==> src/sv/cell_balance_duty_controller_assert.svh <==
// Assertion macros shared by the RTL files.
`ifndef CELL_BALANCE_DUTY_CONTROLLER_ASSERT_SVH
`define CELL_BALANCE_DUTY_CONTROLLER_ASSERT_SVH

`ifndef ASSERT_OFF
// pre and post hold in the same cycle
`define ASSERT_NOW(lbl, clk, rst_n, pre, post) \
  lbl: assert property (@(posedge clk) disable iff (!(rst_n)) (pre) |-> (post)) \
    else $error("assertion failed");
// pre in one cycle implies post in the next
`define ASSERT_NEXT(lbl, clk, rst_n, pre, post) \
  lbl: assert property (@(posedge clk) disable iff (!(rst_n)) (pre) |=> (post)) \
    else $error("assertion failed");
`else
`define ASSERT_NOW(lbl, clk, rst_n, pre, post)
`define ASSERT_NEXT(lbl, clk, rst_n, pre, post)
`endif

`endif

==> src/sv/cbdc_pkg.sv <==
package cbdc_pkg;

  localparam int CELL_IDX_W = 4;
  localparam int MV_W       = 16;
  localparam int TICK_W     = 16;
  localparam int MASK_W     = 12;
  localparam int CFG_IDX_W  = 3;
  localparam int CFG_DATA_W = 16;

  localparam logic [CFG_IDX_W-1:0] REG_BALANCE_ENABLE    = 3'd0;
  localparam logic [CFG_IDX_W-1:0] REG_THRESHOLD_MV      = 3'd1;
  localparam logic [CFG_IDX_W-1:0] REG_HYSTERESIS_MV     = 3'd2;
  localparam logic [CFG_IDX_W-1:0] REG_ON_TICKS          = 3'd3;
  localparam logic [CFG_IDX_W-1:0] REG_OFF_TICKS         = 3'd4;
  localparam logic [CFG_IDX_W-1:0] REG_CELL_PRESENT_MASK = 3'd5;

  localparam logic [MV_W-1:0]   THRESHOLD_RST  = 16'd4100;
  localparam logic [MV_W-1:0]   HYSTERESIS_RST = 16'd8;
  localparam logic [TICK_W-1:0] ON_TICKS_RST   = 16'd60;
  localparam logic [TICK_W-1:0] OFF_TICKS_RST  = 16'd30;
  localparam logic [MASK_W-1:0] PRESENT_RST    = 12'hFFF;

  typedef struct packed {
    logic [CELL_IDX_W-1:0] cell_index;
    logic [MV_W-1:0]       cell_voltage_mv;
    logic                  open_wire_fault;
  } in_item_t;

  typedef struct packed {
    logic [CELL_IDX_W-1:0] out_cell_index;
    logic                  bleed_enable;
  } out_item_t;

  typedef struct packed {
    logic              balance_enable;
    logic [MV_W-1:0]   threshold_mv;
    logic [MV_W-1:0]   hysteresis_mv;
    logic [TICK_W-1:0] on_ticks;
    logic [TICK_W-1:0] off_ticks;
    logic [MASK_W-1:0] cell_present_mask;
  } cfg_t;

endpackage

==> src/sv/cell_balance_duty_controller.sv <==
// A request accepted into in_item_r has its result registered into out_item when the result
// register is free or being drained. Throughput: one request per cycle unless out_stall holds
// a full result register; a cell's state is read, updated and written back in the single
// compute stage, so back-to-back requests to the same cell chain correctly.
// Reset (rst_n low, synchronous): pipeline empty, all cells idle with zero countdown,
// configuration at its defaults with balancing disabled.
`include "cell_balance_duty_controller_assert.svh"

module cell_balance_duty_controller
  import cbdc_pkg::*;
#(
  parameter int NUM_CELLS = 12
)
(
  input  logic                  clk,
  input  logic                  rst_n,
  input  logic                  in_valid,
  output logic                  in_stall,
  input  in_item_t              in_item,
  output logic                  out_valid,
  input  logic                  out_stall,
  output out_item_t             out_item,
  input  logic                  cfg_we,
  input  logic [CFG_IDX_W-1:0]  cfg_index,
  input  logic [CFG_DATA_W-1:0] cfg_wdata
);

  cfg_t      cfg;
  logic      in_valid_r;
  in_item_t  in_item_r;
  logic      out_valid_r;
  out_item_t out_item_r;
  logic      advance;
  logic      drive;

  cbdc_cfg_regs u_cfg (
    .clk       (clk),
    .rst_n     (rst_n),
    .cfg_we    (cfg_we),
    .cfg_index (cfg_index),
    .cfg_wdata (cfg_wdata),
    .cfg       (cfg)
  );

  // compute stage moves when the result register is free or being drained
  assign advance  = !out_valid_r || !out_stall;
  assign in_stall = in_valid_r && !advance;

  cbdc_cell_state #(.NUM_CELLS(NUM_CELLS)) u_state (
    .clk    (clk),
    .rst_n  (rst_n),
    .upd_en (advance && in_valid_r),
    .item   (in_item_r),
    .cfg    (cfg),
    .drive  (drive)
  );

  always_ff @(posedge clk) begin
    if (!rst_n) begin
      in_valid_r <= 1'b0;
    end else if (in_valid && !in_stall) begin
      in_valid_r <= 1'b1;
    end else if (advance) begin
      in_valid_r <= 1'b0;
    end
  end

  always_ff @(posedge clk) begin
    if (in_valid && !in_stall) in_item_r <= in_item;
  end

  always_ff @(posedge clk) begin
    if (!rst_n) begin
      out_valid_r <= 1'b0;
    end else if (advance) begin
      out_valid_r <= in_valid_r;
    end
  end

  always_ff @(posedge clk) begin
    if (advance && in_valid_r) begin
      out_item_r.out_cell_index <= in_item_r.cell_index;
      out_item_r.bleed_enable   <= drive;
    end
  end

  assign out_valid = out_valid_r;
  assign out_item  = out_item_r;

  `ASSERT_NOW(a_stall_only_when_full, clk, rst_n, in_stall, in_valid_r && out_valid_r)
  `ASSERT_NEXT(a_compute_lands, clk, rst_n, advance && in_valid_r, out_valid_r)
  `ASSERT_NEXT(a_held_request_kept, clk, rst_n, in_stall, in_valid_r)

endmodule

==> src/sv/cbdc_cfg_regs.sv <==
module cbdc_cfg_regs
  import cbdc_pkg::*;
(
  input  logic                  clk,
  input  logic                  rst_n,
  input  logic                  cfg_we,
  input  logic [CFG_IDX_W-1:0]  cfg_index,
  input  logic [CFG_DATA_W-1:0] cfg_wdata,
  output cfg_t                  cfg
);

  cfg_t cfg_r;

  always_ff @(posedge clk) begin
    if (!rst_n) begin
      cfg_r.balance_enable    <= 1'b0;
      cfg_r.threshold_mv      <= THRESHOLD_RST;
      cfg_r.hysteresis_mv     <= HYSTERESIS_RST;
      cfg_r.on_ticks          <= ON_TICKS_RST;
      cfg_r.off_ticks         <= OFF_TICKS_RST;
      cfg_r.cell_present_mask <= PRESENT_RST;
    end else if (cfg_we) begin
      case (cfg_index)
        REG_BALANCE_ENABLE:    cfg_r.balance_enable    <= cfg_wdata[0];
        REG_THRESHOLD_MV:      cfg_r.threshold_mv      <= cfg_wdata[MV_W-1:0];
        REG_HYSTERESIS_MV:     cfg_r.hysteresis_mv     <= cfg_wdata[MV_W-1:0];
        REG_ON_TICKS:          cfg_r.on_ticks          <= cfg_wdata[TICK_W-1:0];
        REG_OFF_TICKS:         cfg_r.off_ticks         <= cfg_wdata[TICK_W-1:0];
        REG_CELL_PRESENT_MASK: cfg_r.cell_present_mask <= cfg_wdata[MASK_W-1:0];
        default: ;
      endcase
    end
  end

  assign cfg = cfg_r;

endmodule

==> src/sv/cbdc_cell_state.sv <==
`include "cell_balance_duty_controller_assert.svh"

module cbdc_cell_state
  import cbdc_pkg::*;
#(
  parameter int NUM_CELLS = 12
)
(
  input  logic     clk,
  input  logic     rst_n,
  input  logic     upd_en,
  input  in_item_t item,
  input  cfg_t     cfg,
  output logic     drive
);

  localparam int IDX_W = (NUM_CELLS > 1) ? $clog2(NUM_CELLS) : 1;

  logic              act_r [NUM_CELLS];
  logic [TICK_W-1:0] cd_r  [NUM_CELLS];

  logic [5:0]        idx_wide;
  logic [IDX_W-1:0]  cell_sel;
  logic              in_range;
  logic              present;
  logic [MASK_W-1:0] mask_shift;
  logic [MV_W:0]     limit;
  logic              act_rd;
  logic [TICK_W-1:0] cd_rd;
  logic              act_nxt;
  logic [TICK_W-1:0] cd_nxt;
  logic              wr_en;

  assign idx_wide   = 6'(item.cell_index);
  assign cell_sel   = idx_wide[IDX_W-1:0];
  assign in_range   = idx_wide < 6'(NUM_CELLS);
  // cells past the mask width shift in zeros and read as absent
  assign mask_shift = cfg.cell_present_mask >> item.cell_index;
  assign present    = mask_shift[0];
  assign limit      = {1'b0, cfg.threshold_mv} + {1'b0, cfg.hysteresis_mv};
  assign act_rd     = in_range ? act_r[cell_sel] : 1'b0;
  assign cd_rd      = in_range ? cd_r[cell_sel] : '0;

  always_comb begin
    act_nxt = act_rd;
    cd_nxt  = cd_rd;
    drive   = 1'b0;
    wr_en   = 1'b0;
    if (cfg.balance_enable && in_range) begin
      wr_en = upd_en;
      if (cd_rd != '0) begin
        cd_nxt = cd_rd - 16'd1;
        drive  = act_rd;
      end else if (act_rd) begin
        act_nxt = 1'b0;
        cd_nxt  = cfg.off_ticks;
      end else if ({1'b0, item.cell_voltage_mv} > limit) begin
        act_nxt = 1'b1;
        cd_nxt  = cfg.on_ticks;
        drive   = 1'b1;
      end
      if (!present) drive = 1'b0;
      if (item.open_wire_fault) begin
        drive   = 1'b0;
        act_nxt = 1'b0;
        cd_nxt  = '0;
      end
    end
  end

  always_ff @(posedge clk) begin
    if (!rst_n) begin
      for (int i = 0; i < NUM_CELLS; i++) begin
        act_r[i] <= 1'b0;
        cd_r[i]  <= '0;
      end
    end else if (wr_en) begin
      act_r[cell_sel] <= act_nxt;
      cd_r[cell_sel]  <= cd_nxt;
    end
  end

  `ASSERT_NOW(a_drive_gated, clk, rst_n, drive,
    cfg.balance_enable && present && in_range && !item.open_wire_fault)
  `ASSERT_NOW(a_no_write_when_off, clk, rst_n, !cfg.balance_enable, !wr_en)

endmodule
==> config.mk <==
export PLATFORM = sky130hd
export DESIGN_NAME = cell_balance_duty_controller
export DESIGN_NICKNAME = d
export VERILOG_FILES = /design/src/sv/cbdc_pkg.sv /design/src/sv/cell_balance_duty_controller.sv /design/src/sv/cbdc_cfg_regs.sv /design/src/sv/cbdc_cell_state.sv
export VERILOG_INCLUDE_DIRS = /design/src /design/src/sv
export SDC_FILE = /design/constraint.sdc
export NUM_CORES = 1
export LEC_CHECK = 0
export ABC_AREA = 1
export ABC_CLOCK_PERIOD_IN_PS = 5300
export BUFFER_PORTS_ARGS = -buffer_cell sky130_fd_sc_hd__buf_2
export CAP_MARGIN = 0
export CORE_MARGIN = 2
export CORE_UTILIZATION = 54
export CTS_CLUSTER_SIZE = 20
export DETAILED_ROUTE_END_ITERATION = 8
export PLACE_DENSITY = 0.69
export SLEW_MARGIN = 40
export SYNTH_ARGS = -nofsm -noshare
export SYNTH_HDL_FRONTEND = slang
export SYNTH_HIERARCHICAL = 1
export SYNTH_SLANG_ARGS = --single-unit
==> constraint.sdc <==
create_clock -name clk -period 5.3 [get_ports clk]
set_input_delay 0.53 -clock clk [delete_from_list [all_inputs] [get_ports clk]]
set_output_delay 0.53 -clock clk [all_outputs]
set_load 0.03 [all_outputs]
; ---- Word-level counts from Yosys, hierarchy flattened
; Memories as Yosys holds them, arrays and structs flattened. A register that Yosys moved wholly into a read port is not among the register bits.
; Cells that the tools add are included.
[word_totals]
output_inout_bits = 7
register_bits = 105
memories = 2
ramBits = 204
word_cells = 75
[classes]
addsub = 2
bitwise_logic = 2
reduce_logical = 21
mux = 27
shifts = 1
eq_ne = 5
magnitude_cmp = 2
[mem_list]
columns = memory, depth, width, read_ports, rd_clocked_by_memory_dff, wr, line
row1 = u_state.cd_r, 12, 16, 1, 1, 12, cbdc_cell_state.sv:20  ; logic [TICK_W-1:0] cd_r [NUM_CELLS];
row2 = u_state.act_r, 12, 1, 1, 1, 12, cbdc_cell_state.sv:19  ; logic act_r [NUM_CELLS];
[ops]
columns = op, n
row1 = $mux 16, 7
row2 = $add 16x16->17, 1
row3 = $gt 16x17->1, 1
row4 = $mux 1, 16
row5 = $mux 4, 4
row6 = $reduce_bool 16->1, 1
row7 = $reduce_or 16->1, 1
row8 = $sub 16x1->16 const B, 1
row9 = $reduce_and 2->1, 6
row10 = $shr 12x4->1, 1
row11 = $eq 3x2->1 const B, 2
row12 = $eq 3x3->1 const B, 2
row13 = $logic_and 1x1->1, 4
row14 = $logic_not 1->1, 4
row15 = $lt 4x4->1 const B, 1
row16 = $eq 3x1->1 const B, 1
row17 = $logic_not 3->1, 1
row18 = $reduce_or 3->1, 1
row19 = $not 1->1, 2
row20 = $reduce_bool 2->1, 1
row21 = $logic_or 1x1->1, 1
row22 = $reduce_or 1->1, 1

; ---- Logic depth before layout (Yosys ltp)
[depth]
depth_word = 9
mapped_depth = 27

; ---- Cells and area by module
; Netlist, hierarchy kept.
[modules_own_cells]
columns = mod, n_inst, seq_area_each_um2, area_per_inst_um2, cells_per_inst
row1 = cbdc_cell_state, 1, 6005.8, 11840.1, 1361
row2 = cbdc_cfg_regs, 1, 1541.5, 3035.4, 428
row3 = cell_balance_duty_controller, 1, 820.8, 875.8, 39

; ---- Least setup slack after synthesis
; No wires, ideal clock.
[synth_timing]
path_type = register to register
start = register u_cfg.cfg_r, in the netlist u_cfg/cfg[46]
end = memory u_state.cd_r[11][12] (data pin)
t_arrival_ps = 3713
path_slack_ps = 1440
path_buffers = 2
path_stages_with_launch = 27
synth_period_minus_slack_ps = 3860
required_ps = 5153
path_cell_list = dfxtp_1 > ha_1 > nand2_1 > nand2_1 > nand3_1 > nand2_1 > a21oi_1 > o21ai_0 > a31oi_1 > o21ai_0 > nand3_1 > nand2_1 > xor2_1 > ha_1 > nand2_1 > nor2_1 > nand4_1 > nand3b_1 > a21oi_2 > nand2_1 > clkbuf_1 > nand2_1 > nand2_1 > o21ai_0 > nand2_1 > buf_4 > a21oi_1
[synth_lines]
columns = element, line
row1 = "start, declared", cbdc_cfg_regs.sv:12  ; cfg_t cfg_r;
row2 = "end, declared", cbdc_cell_state.sv:20

==> impl_metrics.csv <==
group,metric,value,unit
pwr,p_leak,6.96,nW
clock_tree,root_buffer,"clkbuf_16",
clock_tree,cts_buffers,35,
sta,rsz0062_at_grt,"no",
detailed_routing,routed_wl,45.5,mm
pwr,swShare,0.257,
clock_tree,clk_pin_slew,60,ps
clock_tree,insertion_delay,530,ps
worst_setup_path,critPathKind,"flip-flop to flip-flop",
sta,period_minus_slack,4770,ps
logic_synthesis,synth_ff_type,"edfxtp_1",
final_layout,num-nets-final,1920,
placed_design,detailed_place_hpwl,28.4,mm
pwr,seqPwrFrac,0.484,
floorplan,fp-row-count,62,
logic_synthesis,synth-seq-area-share,0.531,
worst_setup_path,worstPathRequired,5650,ps
hold_path,min_path_type,"input port to flip-flop",
floorplan,fp.coreArea,28700,um2
logic_synthesis,yosysTopAreaCell,"edfxtp_1",
sta,drv_slew,0,
logic_synthesis,async_flop_share,0,
sta,final.setup.tns,0,ps
sta,final.setup.worst_slack,534,ps
detailed_routing,ant_nets,0,
logic_synthesis,synthCells,1828,
grt,grt_use_total,0.297,
sta,hold_viol,0,
worst_setup_path,timing.rr.start,"u_cfg/cfg[62]$_SDFFE_PN1P_",
detailed_routing,vias,13200,
final_layout,area_delta_synth_final,9.11,%
logic_synthesis,synth_nets,1908,
detailed_routing,avgViaCountPerCell,5.89,
hold_path,min-delay-start,"in_item[17]",
worst_setup_path,cp-startpoint,"u_cfg/cfg[62]$_SDFFE_PN1P_",
grt,grt_pass1_wl,69.6,mm
pwr,p_per_area,324,nW/um2
placed_design,gp_congestion,0.963,
outcome,status,"finished clean",
final_layout,drive_gt1_frac,0.113,
worst_setup_path,startpoint_type,"flip-flop",
final_layout,final.fill_count,2521,
grt,grt_pass1_vias,12300,
grt,antenna_found_initial,0,
logic_synthesis,avgSynthCellArea,8.62,um2
detailed_routing,drcViolationCount,0,
logic_synthesis,ys_types,42,
clock_tree,post-cts-setup-buffers,0,
grt,grt_start_max_net_pins,86,
worst_setup_path,critPathMaxFanout,25,
floorplan,io_pins,52,
final_layout,multiInputGateArea,6420,um2
sta,fmax,210,MHz
worst_setup_path,arrival,5120,ps
logic_synthesis,syn-cell-area,15800,um2
pwr,finalPower,5.57,mW
sta,worst_pin_slew,820,ps
detailed_routing,dr.pass1.iters,6,
sta,final-setup-viol-count,0,
grt,gr-total-overflow,0,
placed_design,pre_cts_ws,666,ps
detailed_routing,wl_per_cell,20.3,um
logic_synthesis,yosys_warnings,6,
pwr,clkPwrFrac,0.405,
detailed_routing,drt_iter0_drc,1306,
logic_synthesis,synth_seq_cells,309,
sta,layout_worst_path_cycle_share,0.899,
clock_tree,cts_tree,"done",
placed_design,portBuffers,51,
pwr,p_sw,1.43,mW
logic_synthesis,synthTopCellsByArea,"edfxtp_1, nand2_1, dfxtp_1, a21oi_1, nand3_1",
clock_tree,cts_buffer_depth,3,
floorplan,die_area,30600,um2
pwr,ir_worst_vdd,280,uV
worst_setup_path,end_kind,"flip-flop",
clock_tree,clkSinkCount,309,
sta,slew_headroom,0.453,
logic_synthesis,synth_edf_count,218,
pwr,comb_power_share,0.110,
floorplan,die_y,175,um
sta,fin_worst_skew,23.4,ps
pwr,p_int,4.14,mW
floorplan,die_x,175,um
job,drv_cap,0,
final_layout,register_area,8370,um2
logic_synthesis,synth_top_area_share,0.416,
clock_tree,htree_levels,2,
final_layout,n_antenna_cell,0,
floorplan,initial_utilization,0.549,
## power groups by stage
stage          clock network (mW)  logic [mW]  registers, mW
6_report                     2.26       0.614           2.70
5_1_grt                      2.38       0.674           2.70
4_1_cts                      2.29       0.605           2.70
3_5_place_dp                    0       0.602           2.75
3_3_place_gp                    0       0.588           2.75
2_1_floorplan                   0       0.431           2.74
## layout make-up
| class | count | area share |
|---|---|---|
| inverters | 95 | 0.0210 |
| well taps | 384 | 0.0280 |
| clock buffers | 53 | 0.0590 |
| multi-input cells | 1317 | 0.374 |
| flip-flops and latches | 309 | 0.487 |
| repair buffers | 82 | 0.0290 |
| clock inverters | 4 | 0.00218 |
## placed cells by master, fill, tap and decap left out, types with 12 or more instances in the layout
| cell type | count |
|---|---|
| a21oi_2 | 31 |
| nand3_1 | 157 |
| buf_2 | 51 |
| clkbuf_1 | 12 |
| nor2_1 | 147 |
| clkinv_1 | 16 |
| a21oi_1 | 216 |
| o21ai_0 | 18 |
| ha_1 | 34 |
| nand4_1 | 25 |
| buf_4 | 29 |
| clkbuf_16 | 36 |
| dfxtp_1 | 91 |
| nand2_2 | 12 |
| nor3_1 | 15 |
| nor2_4 | 13 |
| nand2_1 | 571 |
| edfxtp_1 | 218 |
| inv_1 | 74 |
## final timing paths
kind,to,slack [ps],depth (start not counted)
worst max-delay path,u_state/cd_r[1][12]$_SDFFCE_PN0P_,530,25
worst min-delay path,in_item_r[17]$_DFFE_PP_,180,1
worst max register to register,u_state/cd_r[1][12]$_SDFFCE_PN0P_,530,25
worst min register to register,u_cfg/cfg[33]$_SDFFE_PN1P_,450,2
## stage by stage
stage | cells | area (um2) | utilization | hold slack (ps)
2_1_floorplan | 1828 | 15800 | - | 420
3_3_place_gp | 2186 | 16100 | 0.560 | 432
3_5_place_dp | 2187 | 16100 | 0.562 | 441
4_1_cts | 2244 | 17200 | 0.598 | 167
5_1_grt | 2244 | 17200 | 0.599 | 164
6_report | 2244 | 17200 | 0.599 | 177
## cells in the mapped netlist, types with 2 or more instances
cell type	n
nor2_4	11
a22oi_1	3
inv_1	75
xor2_1	11
nor2_2	8
a31oi_1	5
o22ai_1	4
nor2_1	149
nand3_2	8
buf_2	22
nand2_1	578
a21oi_2	31
inv_2	4
nand3_1	157
clkbuf_1	37
buf_6	17
a21o_1	2
nor3_1	15
nand2_2	5
nand4_1	25
edfxtp_1	218
ha_1	34
nand3b_1	8
o21ai_1	11
a21oi_1	217
dfxtp_1	91
nand2_4	2
buf_1	8
xnor2_1	6
o21ai_0	18
clkinv_1	15
buf_4	23
## sequential cells by signal, summed over array words and instances, names as in the netlist
signal	count
in_item_r	21
in_valid_r	1
out_item	5
out_valid	1
u_cfg/cfg	77
u_state/act_r	12
u_state/cd_r	192
## critical path, stage by stage, from the launching register on
cell      delay [ps]
dfxtp_1          320
ha_1             370
nand2_1           80
nand2_1           90
nand3_1           70
nand2_1           60
a21oi_1           60
o21ai_0          380
a31oi_1          200
o21ai_0          290
nand3_1          120
nand2_1          100
xor2_1           150
ha_1             250
nand2_1           90
nor2_1            50
nand4_1          130
nand3b_1         140
a21oi_4          270
nand2_1           90
buf_4            240
nand2_1           80
nand2_1           50
o21ai_0          320
nand2_1          330
a21oi_1          270
## repair_timing
| item | 4_1_cts | 5_1_grt |
|---|---|---|
| setup endpoints to repair | 0 | 1 |
| resized for setup | 0 | 1 |
| hold buffers | 0 | 0 |
## logic make-up after synthesis
group / Yosys count / synth area share
compound gates: 296 / 0.104
buf+inv: 202 / 0.0636
flops: 309 / 0.531
simple gates: 969 / 0.263
xor+xnor: 17 / 0.00945
fa+ha+maj: 35 / 0.0283
## per-layer routing
layer | share of wire | vias up | global-route usage
met2 | 0.48 | 689 | 0.500
li1 | - | 6175 | -
met4 | 0.035 | 0 | 0.103
met3 | 0.091 | 110 | 0.0479
met1 | 0.40 | 6239 | 0.390
met5 | 0 | - | 0
No activity file was read; power rests on OpenSTA's default activity.
